### config.mk
export PLATFORM = sky130hd
export DESIGN_NAME = modular_exponentiation_unit
export DESIGN_NICKNAME = d
export VERILOG_FILES = /design/src/sv/modexp_pkg.sv /design/src/sv/modexp_mulmod.sv /design/src/sv/modular_exponentiation_unit.sv
export SDC_FILE = /design/constraint.sdc
export NUM_CORES = 1
export LEC_CHECK = 0
export BUFFER_PORTS_ARGS = -buffer_cell sky130_fd_sc_hd__buf_2
export CORE_ASPECT_RATIO = 1.75
export CORE_UTILIZATION = 65
export CTS_BUF_LIST = sky130_fd_sc_hd__clkbuf_16
export DETAILED_ROUTE_END_ITERATION = 16
export PLACE_DENSITY = 0.95
export SYNTH_ARGS = -nofsm -noshare
export SYNTH_HDL_FRONTEND = slang
export SYNTH_HIERARCHICAL = 1
export SYNTH_SLANG_ARGS = --single-unit
### constraint.sdc
create_clock -name clock -period 17.3 [get_ports clock]
set_clock_uncertainty 0.1 [all_clocks]
set_input_delay 2.595 -clock clock [delete_from_list [all_inputs] [get_ports clock]]
set_output_delay 2.595 -clock clock [all_outputs]
set_load 0.01 [all_outputs]
### src/sv/modexp_pkg.sv
`timescale 1ns / 1ps

package modexp_pkg;

   localparam int BASE_VALUE_WIDTH = 64;
   localparam int EXPONENT_FIELD_WIDTH = 64;
   localparam int MODULUS_FIELD_WIDTH = 32;
   localparam int RESULT_WIDTH = 32;

   localparam int MODULUS_WIDTH_DEFAULT = 32;
   localparam int EXPONENT_WIDTH_DEFAULT = 64;

endpackage

### src/sv/modexp_mulmod.sv
`timescale 1ns / 1ps

module modexp_mulmod #(
   parameter int MW = 32,
   parameter int BW = 64,
   localparam int CW = $clog2(BW + 1)
) (
   input  logic          clock,
   input  logic          reset,
   input  logic          start,
   input  logic [MW-1:0] op_a,
   input  logic [BW-1:0] op_b,
   input  logic [CW-1:0] bit_count,
   input  logic [MW-1:0] modulus,
   output logic          done,
   output logic [MW-1:0] product
);
   import modexp_pkg::*;

   logic          busy_ff, busy_in;
   logic          done_ff, done_in;
   logic [CW-1:0] cnt_ff, cnt_in;
   logic [MW-1:0] r_ff, r_in;
   logic [MW-1:0] a_ff, a_in;
   logic [BW-1:0] b_ff, b_in;

   logic [MW:0] mod_ext;
   logic [MW:0] dbl;
   logic [MW:0] dbl_red;
   logic [MW:0] sum;
   logic [MW:0] sum_red;

   // one operand bit per cycle, msb first: r = 2r + bit * a, reduced after each add
   always_comb begin
      mod_ext = {1'b0, modulus};
      dbl = {r_ff, 1'b0};
      dbl_red = (dbl >= mod_ext) ? (dbl - mod_ext) : dbl;
      sum = dbl_red + {1'b0, (b_ff[BW-1] ? a_ff : {MW{1'b0}})};
      sum_red = (sum >= mod_ext) ? (sum - mod_ext) : sum;
   end

   always_comb begin
      busy_in = busy_ff;
      done_in = 1'b0;
      cnt_in = cnt_ff;
      r_in = r_ff;
      a_in = a_ff;
      b_in = b_ff;
      if (start) begin
         busy_in = 1'b1;
         cnt_in = bit_count;
         r_in = '0;
         a_in = op_a;
         b_in = op_b;
      end else if (busy_ff) begin
         r_in = sum_red[MW-1:0];
         b_in = {b_ff[BW-2:0], 1'b0};
         cnt_in = cnt_ff - CW'(1);
         if (cnt_ff == CW'(1)) begin
            busy_in = 1'b0;
            done_in = 1'b1;
         end
      end
   end

   always_ff @(posedge clock) begin
      if (reset) begin
         busy_ff <= 1'b0;
         done_ff <= 1'b0;
      end else begin
         busy_ff <= busy_in;
         done_ff <= done_in;
      end
      cnt_ff <= cnt_in;
      r_ff <= r_in;
      a_ff <= a_in;
      b_ff <= b_in;
   end

   assign done = done_ff;
   assign product = r_ff;

endmodule

### src/sv/modular_exponentiation_unit.sv
// a zero exponent still reduces the base first; then one multiply per set exponent bit and one
// square per bit below the top set bit; a zero modulus skips all of them and gives zero with the
// modulus error flag; the run time is set by the bit-serial modular multiplier
// one item in flight; the next item is taken once the result sits in the output register
// synchronous reset clears the sequencer and the output valid; payload registers are not reset
`timescale 1ns / 1ps

module modular_exponentiation_unit #(
   parameter int MODULUS_WIDTH = modexp_pkg::MODULUS_WIDTH_DEFAULT,
   parameter int EXPONENT_WIDTH = modexp_pkg::EXPONENT_WIDTH_DEFAULT
) (
   input  logic                                     clock,
   input  logic                                     reset,
   input  logic                                     req_valid,
   output logic                                     req_stall,
   input  logic [modexp_pkg::BASE_VALUE_WIDTH-1:0]  req_base_value,
   input  logic [modexp_pkg::EXPONENT_FIELD_WIDTH-1:0] req_exponent,
   input  logic [modexp_pkg::MODULUS_FIELD_WIDTH-1:0]  req_modulus,
   output logic                                     rsp_valid,
   input  logic                                     rsp_stall,
   output logic [modexp_pkg::RESULT_WIDTH-1:0]      rsp_power_result,
   output logic                                     rsp_modulus_error
);
   import modexp_pkg::*;

   localparam int MW = MODULUS_WIDTH;
   localparam int EW = EXPONENT_WIDTH;
   localparam int BW = BASE_VALUE_WIDTH;
   localparam int CW = $clog2(BW + 1);

   typedef enum logic [5:0] {
      ST_IDLE   = 6'b000001,
      ST_REDUCE = 6'b000010,
      ST_NEXT   = 6'b000100,
      ST_MULT   = 6'b001000,
      ST_SQUARE = 6'b010000,
      ST_FINISH = 6'b100000
   } state_type;

   state_type state_ff, state_in;

   logic [MW-1:0] m_ff, m_in;
   logic [EW-1:0] e_ff, e_in;
   logic [MW-1:0] acc_ff, acc_in;
   logic [MW-1:0] base_ff, base_in;
   logic          err_ff, err_in;

   logic                    rsp_valid_ff, rsp_valid_in;
   logic [RESULT_WIDTH-1:0] rsp_result_ff, rsp_result_in;
   logic                    rsp_error_ff, rsp_error_in;

   logic          mm_start;
   logic [MW-1:0] mm_a;
   logic [BW-1:0] mm_b;
   logic [CW-1:0] mm_count;
   logic          mm_done;
   logic [MW-1:0] mm_product;

   logic [MW-1:0] req_m;
   logic          out_free;

   assign req_m = req_modulus[MW-1:0];
   assign out_free = !rsp_valid_ff || !rsp_stall;

   always_comb begin
      state_in = state_ff;
      m_in = m_ff;
      e_in = e_ff;
      acc_in = acc_ff;
      base_in = base_ff;
      err_in = err_ff;
      rsp_valid_in = rsp_valid_ff && rsp_stall;
      rsp_result_in = rsp_result_ff;
      rsp_error_in = rsp_error_ff;
      mm_start = 1'b0;
      mm_a = acc_ff;
      mm_b = {base_ff, {(BW - MW){1'b0}}};
      mm_count = CW'(MW);

      case (state_ff)
         ST_IDLE: begin
            if (req_valid) begin
               m_in = req_m;
               e_in = req_exponent[EW-1:0];
               if (req_m == '0) begin
                  acc_in = '0;
                  err_in = 1'b1;
                  state_in = ST_FINISH;
               end else begin
                  // base mod m: multiply 1 by the full base
                  acc_in = MW'(1);
                  err_in = 1'b0;
                  mm_start = 1'b1;
                  mm_a = MW'(1);
                  mm_b = req_base_value;
                  mm_count = CW'(BW);
                  state_in = ST_REDUCE;
               end
            end
         end
         ST_REDUCE: begin
            if (mm_done) begin
               base_in = mm_product;
               state_in = ST_NEXT;
            end
         end
         ST_NEXT: begin
            if (e_ff == '0) begin
               state_in = ST_FINISH;
            end else if (e_ff[0]) begin
               mm_start = 1'b1;
               state_in = ST_MULT;
            end else begin
               mm_start = 1'b1;
               mm_a = base_ff;
               e_in = e_ff >> 1;
               state_in = ST_SQUARE;
            end
         end
         ST_MULT: begin
            if (mm_done) begin
               acc_in = mm_product;
               e_in = {e_ff[EW-1:1], 1'b0};
               state_in = ST_NEXT;
            end
         end
         ST_SQUARE: begin
            if (mm_done) begin
               base_in = mm_product;
               state_in = ST_NEXT;
            end
         end
         ST_FINISH: begin
            if (out_free) begin
               rsp_valid_in = 1'b1;
               rsp_result_in = RESULT_WIDTH'(acc_ff);
               rsp_error_in = err_ff;
               state_in = ST_IDLE;
            end
         end
         default: begin
            state_in = ST_IDLE;
         end
      endcase
   end

   always_ff @(posedge clock) begin
      if (reset) begin
         state_ff <= ST_IDLE;
         rsp_valid_ff <= 1'b0;
      end else begin
         state_ff <= state_in;
         rsp_valid_ff <= rsp_valid_in;
      end
      m_ff <= m_in;
      e_ff <= e_in;
      acc_ff <= acc_in;
      base_ff <= base_in;
      err_ff <= err_in;
      rsp_result_ff <= rsp_result_in;
      rsp_error_ff <= rsp_error_in;
   end

   modexp_mulmod #(
      .MW(MW),
      .BW(BW)
   ) u_mulmod (
      .clock     (clock),
      .reset     (reset),
      .start     (mm_start),
      .op_a      (mm_a),
      .op_b      (mm_b),
      .bit_count (mm_count),
      .modulus   (m_ff),
      .done      (mm_done),
      .product   (mm_product)
   );

   assign req_stall = (state_ff != ST_IDLE);
   assign rsp_valid = rsp_valid_ff;
   assign rsp_power_result = rsp_result_ff;
   assign rsp_modulus_error = rsp_error_ff;

endmodule
# After elaboration in Yosys (flattened, before gate mapping)
# Cells that the tools add are included.
dict set report classes {
  n_addsub 4
  magnitude_cmp 2
  eq_ne 14
  muxes 45
  bitwise_logic 2
  n_reduce_logical 20
}
# operator n
set ops {}
lappend ops {{64-bit two-way mux} 8}
lappend ops {{32-bit two-way mux} 8}
lappend ops {{64-bit one-hot mux with 3 select lines} 1}
lappend ops {{32-bit one-hot mux with 2 select lines} 2}
lappend ops {{33-bit by 32-bit greater-or-equal comparator with 1-bit output} 2}
lappend ops {{64-bit zero test} 1}
lappend ops {{7-bit two-way mux} 5}
lappend ops {{33-bit by 32-bit adder with 33-bit output} 1}
lappend ops {{33-bit two-way mux} 1}
lappend ops {{33-bit by 32-bit subtractor with 33-bit output} 1}
lappend ops {{32-bit zero test} 1}
lappend ops {{32-bit subtractor} 1}
lappend ops {{6-bit two-way mux} 5}
lappend ops {{6-bit one-hot mux with 4 select lines} 1}
lappend ops {{1-bit two-way mux} 12}
lappend ops {{2-bit inequality test, second input constant} 4}
lappend ops {{7-bit by 1-bit equality test with 1-bit output, second input constant} 1}
lappend ops {{7-bit by 1-bit subtractor with 7-bit output, second input constant} 1}
lappend ops {{6-bit by 1-bit equality test with 1-bit output, second input constant} 1}
lappend ops {{6-bit by 2-bit equality test with 1-bit output, second input constant} 1}
lappend ops {{6-bit by 3-bit equality test with 1-bit output, second input constant} 1}
lappend ops {{6-bit by 4-bit equality test with 1-bit output, second input constant} 1}
lappend ops {{6-bit by 5-bit equality test with 1-bit output, second input constant} 1}
lappend ops {{6-bit equality test, second input constant} 1}
lappend ops {{16 further kinds} 25}
dict set report totals {
  regBits 338
  input_bits 164
}

# Logic depth before layout (Yosys ltp)
dict set report logic_depth {
  ltp_word 5
  mapped_depth 35
}

# Hierarchy
# The synthesis kept the hierarchy.
# mod instances cells_each area_per_inst_um2 seq_area_each_um2
set by_module_without_submodules {}
lappend by_module_without_submodules {modexp_mulmod 1 1225 11514.8 3773.6}
lappend by_module_without_submodules {modular_exponentiation_unit 1 551 8617.0 5965.7}

# Least setup slack after synthesis
# OpenSTA, ideal clock, no wires.
dict set report synth_timing {
  kind {register -> register}
  start {reg m_ff[1]}
  end {reg u_mulmod.r_ff[12] (netlist: u_mulmod/product[12])}
  t_arrival_ns 7.455
  required_ns 17.109
  path_slack_ns 9.654
  stages_incl_launch_ff 34
  n_path_buf 3
  cell_sequence {edfxtp_1 > inv_1 > ha_1 > nor2b_1 > o31a_1 > o21ai_0 > o31ai_1 > a31oi_1 > or2_2 > o31ai_2 > buf_2 > and2_1 > ha_1 > inv_1 > fa_1 > nand2b_1 > a211oi_1 > nor3b_1 > o21ai_0 > a21o_1 > a21oi_1 > xnor2_1 > ha_1 > a21oi_1 > o21ai_0 > a2111oi_0 > o41ai_1 > o21bai_1 > a31oi_1 > and2_1 > clkbuf_1 > buf_2 > o21ai_1 > a311oi_1}
}
dict set report synth_via {
  elab_chain_cells 5
  word_cells_on_any_way 7
  classes_between {add/sub: 3; order compare: 2; mux: 2}
}
# item line_no
set synth_lines {}
lappend synth_lines {{start: declaration} modular_exponentiation_unit.sv:42} ;# logic [MW-1:0] m_ff, m_in;
lappend synth_lines {{start signal: assignment} modular_exponentiation_unit.sv:155} ;# m_ff <= m_in;
lappend synth_lines {{33-bit by 32-bit subtractor with 33-bit output or 33-bit by 32-bit greater-or-equal comparator with 1-bit output (tied branches)} modexp_mulmod.sv:37} ;# dbl_red = (dbl >= mod_ext) ? (dbl - mod_ext) : dbl;
lappend synth_lines {{33-bit two-way mux} modexp_mulmod.sv:37}
lappend synth_lines {{33-bit by 32-bit adder with 33-bit output} modexp_mulmod.sv:38} ;# sum = dbl_red + {1'b0, (b_ff[BW-1] ? a_ff : {MW{1'b0}})};
lappend synth_lines {{32-bit subtractor or 33-bit by 32-bit greater-or-equal comparator with 1-bit output (tied branches)} modexp_mulmod.sv:39} ;# sum_red = (sum >= mod_ext) ? (sum - mod_ext) : sum;
lappend synth_lines {{32-bit two-way mux *} modexp_mulmod.sv:39}
lappend synth_lines {{end signal: assignment} modexp_mulmod.sv:75} ;# r_ff <= r_in;
lappend synth_lines {{end: declaration} modexp_mulmod.sv:23} ;# logic [MW-1:0] r_ff, r_in;
# Mark *: on every way between the ends. The rest lies on a longest branch, timed or not.
# A chain may end at the register's enable or synchronous reset.

# Worst setup path after layout
dict set report layout_timing {
  start {reg m_ff[1]}
  end {reg u_mulmod.r_ff[14] (netlist: u_mulmod/product[14])}
}
# Same word-level chain as after synthesis.

==> results.md <==
- Placed insts: 2,302
- Fraction of layout cells with a size suffix above 1: 21.9%
- Pleak: a little under 9 nW
- Switch Pwr: 2.02 mW
- Pre-CTS setup slack: 7600 ps
- Number of synthesis warnings: 6
- Flop pwr share: 24.6%
- Main area contributors after synthesis: edfxtp_1 44%, ha_1 6.1%, mux2_2 6.0%
- GR Overflow Total: 0
- Final Util: between 70 and 80%
- Synth top area share: 44.3%
- Total die area: 31,700 sq um
- Hold buffers post-CTS: 0
- Hold Slack: about 340 ps
- Req. time, crit path: approximately 18,000 ps
- Yosys top cell by area: edfxtp_1
- Initial antenna violation count: 3
- Core area: 30,300 sq um
- Final Non-Filler Cells: around 2,400
- Clock group share of total power: 16.0%
- Final worst path period need: 9940 ps
- CP Class: flop to flop
- Slew @ Worst Pin: 1310 ps
- Vert. Die Dim: ~230 um
- Fill count: between 1,500 and 2,000
- Clock transition at path regs: 70 ps
- EDFF count, synth: slightly below 300
- H-tree levels: 1
- Longest Clk Path Bufs: 3
- PortBufs: slightly below 200
- Max Cap Viol: 0
- Crit path arrival time: 10,310 ps
- Num rows: 84
- Mapped cell area: 20,100 sq um
- Die W: between 100 and 150 um
- Area grow syn2layout: 11.5%
- Crit. End Element: flop
- Min-delay worst type: flop to flop
- Total Power: about 4.5 mW
- WL/cell: 23.9 um
- Cell Int Power: 2.47 mW
- CP Max Fanout: 53
- Syn Area/Cell: 11.3 sq um
- Synth Register Bits: about 340
- Via count: 15,900
- # IOs: 199
- Outcome: finished clean
- Slowest CP cell: o31ai_1
- CTS tree: yes
- First-pass DRT Iterations: 6
- Final worst setup slack: 7360 ps
- Max Slew Vio Count: 0
- Final nets: 2,212
- Routed vias/inst: between 6 and 7
- HPWL Detailed: 40,100 um
- ANT nets after route: 0
- Fin. Hold Viols: 0
- Mapped Cells: about 1,800
- Switching share of power: 45.0%
- Initial Util: between 60% and 70%
- Maximum VDD drop: between 0.00015 and 0.0002 V
- Fin crit share: between 50 and 60%
- Setup repair bufs after CTS: 0
- DRC: 0
- GRT Overall Usage: 35.4%
- Seq/Total Area, Yosys: 48.4%
- Post-cts resize count: 0
- Largest net degree at the start of global routing: between 70 and 80
- Clk Latency, worst-skew pair: 570 ps
- First-pass GRT wire length: 86,000 um
- DRT iter0 DRCs: 1,748
- Post-route cell area: 22,500 sq um
- Most used cell, CP: ha_1
- Clk root buf: clkbuf_16
- RSZ-0062 raised after global routing: false
- Combinational group share of total power: 59.4%
- Sink Count: 338
- Ys async rst share: 0%
- Startpoint Class: flop
- Placer congestion estimate: between 0.9 and 1
- Final setup fails: 0
- Pwr dens: 200 nW/um^2
- CP max stage delay: 770 ps
- Top FF cell, synth: edfxtp_1
- Number of global-route vias before repair: 16,000
- Placed Instance Area: 21,400 sq um
- Fin Setup TNS: 0 ps
- Final WL: 56,500 um
- Unique masters post-synth: 94
- Slew HR: 12.5%
- Max Freq: approximately 100 MHz
- Num CTS Buffers: 30
cell families after synthesis:
family | Yosys count | synth area share [%]
fa+ha+maj | 101 | 6.39
flops | 338 | 48.4
simple gates | 460 | 12.4
buf+inv | 153 | 3.36
other cells | 1 | 0.0186
xor+xnor | 81 | 3.52
mux | 140 | 7.71
compound gates | 502 | 18.2
power groups by stage:
stage	Sequential (mW)	Clock [mW]	Combinational (mW)
floorplan	1.08	0	2.05
global placement	1.11	0	2.52
detailed placement	1.12	0	2.58
CTS	1.10	0.725	2.60
global route	1.12	0.751	2.89
finish	1.11	0.719	2.67
layout make-up:
type	instances	area, sq um	share of cell area, %
clock buffer	31	776	3.46
tap	387	484	2.16
clock inverter	24	274	1.22
antenna	2	5.00	0.0223
timing repair buffer	215	1120	4.98
inverter	73	277	1.23
sequential	338	9740	43.4
multi-input combinational	1289	9780	43.6
Yosys cell counts (8+ instances only):
cell type	n
nand4_1	18
nand3_1	25
xnor2_1	57
o211ai_1	8
and3_1	9
or2_2	10
nor3_1	25
a21o_1	35
a211oi_2	18
ha_1	98
a211oi_1	25
nand2b_1	15
o21bai_1	28
edfxtp_1	297
o21a_1	15
and2_1	107
o21ai_0	64
xor2_1	24
nand2_1	59
a311oi_1	11
o21ai_1	8
inv_1	72
buf_2	20
o31a_1	8
nor2b_1	13
mux2i_1	31
a22o_1	63
clkbuf_1	44
mux2_2	107
o2bb2ai_1	31
dfxtp_1	41
a31oi_1	16
a21oi_1	102
nor2_1	105
nor4_1	30
placed cells by master (no fill, tap or decap), drive strengths merged, types with 25 or more instances in the layout:
cell type    n
a211oi      43
a21oi      103
mux2       108
and2       108
a21o        36
nand3       26
edfxtp     297
nor3        25
dfxtp       41
nor4        31
o21bai      28
nand2       61
a22o        64
clkbuf      31
inv         75
nor2       107
o21ai       72
ha          98
buf        215
o2bb2ai     31
xnor2       57
mux2i       32
registers in the layout (all words and copies together) (netlist names):
| name | flops |
|---|---|
| acc_ff | 32 |
| base_ff | 32 |
| e_ff | 64 |
| err_ff | 1 |
| m_ff | 32 |
| rsp_modulus_error | 1 |
| rsp_power_result | 32 |
| rsp_valid | 1 |
| state_ff | 6 |
| u_mulmod/a_ff | 32 |
| u_mulmod/b_ff | 64 |
| u_mulmod/busy_ff | 1 |
| u_mulmod/cnt_ff | 7 |
| u_mulmod/done | 1 |
| u_mulmod/product | 32 |
final timing paths:
check	startpoint	end	slack, ps	cells past startpoint
max	m_ff[1]	u_mulmod/product[14]	7360	31
min	err_ff	rsp_modulus_error	340	0
min reg2reg	err_ff	rsp_modulus_error	340	0
max reg2reg	m_ff[1]	u_mulmod/product[14]	7360	31
critical path, delay by kind of cell, from the launching register on:
family                   cells  cell delay [ps]
XOR/XNOR                     1              320
adder cells (fa/ha/maj)      4             1110
buffers and inverters        3              640
AO/OA/AOI/OAI               12             4140
AND/OR/NAND/NOR             11             3090
flip-flops                   1              390
metal layers:
metal	vias to the layer above	global-route usage, %	part of all wire (%)
li1	7149	-	-
met1	7597	39.3	35
met4	2	23.3	7.0
met2	911	61.5	50
met3	211	5.98	7.9
met5	-	0	0.023
(Power assumes the default switching activity.)
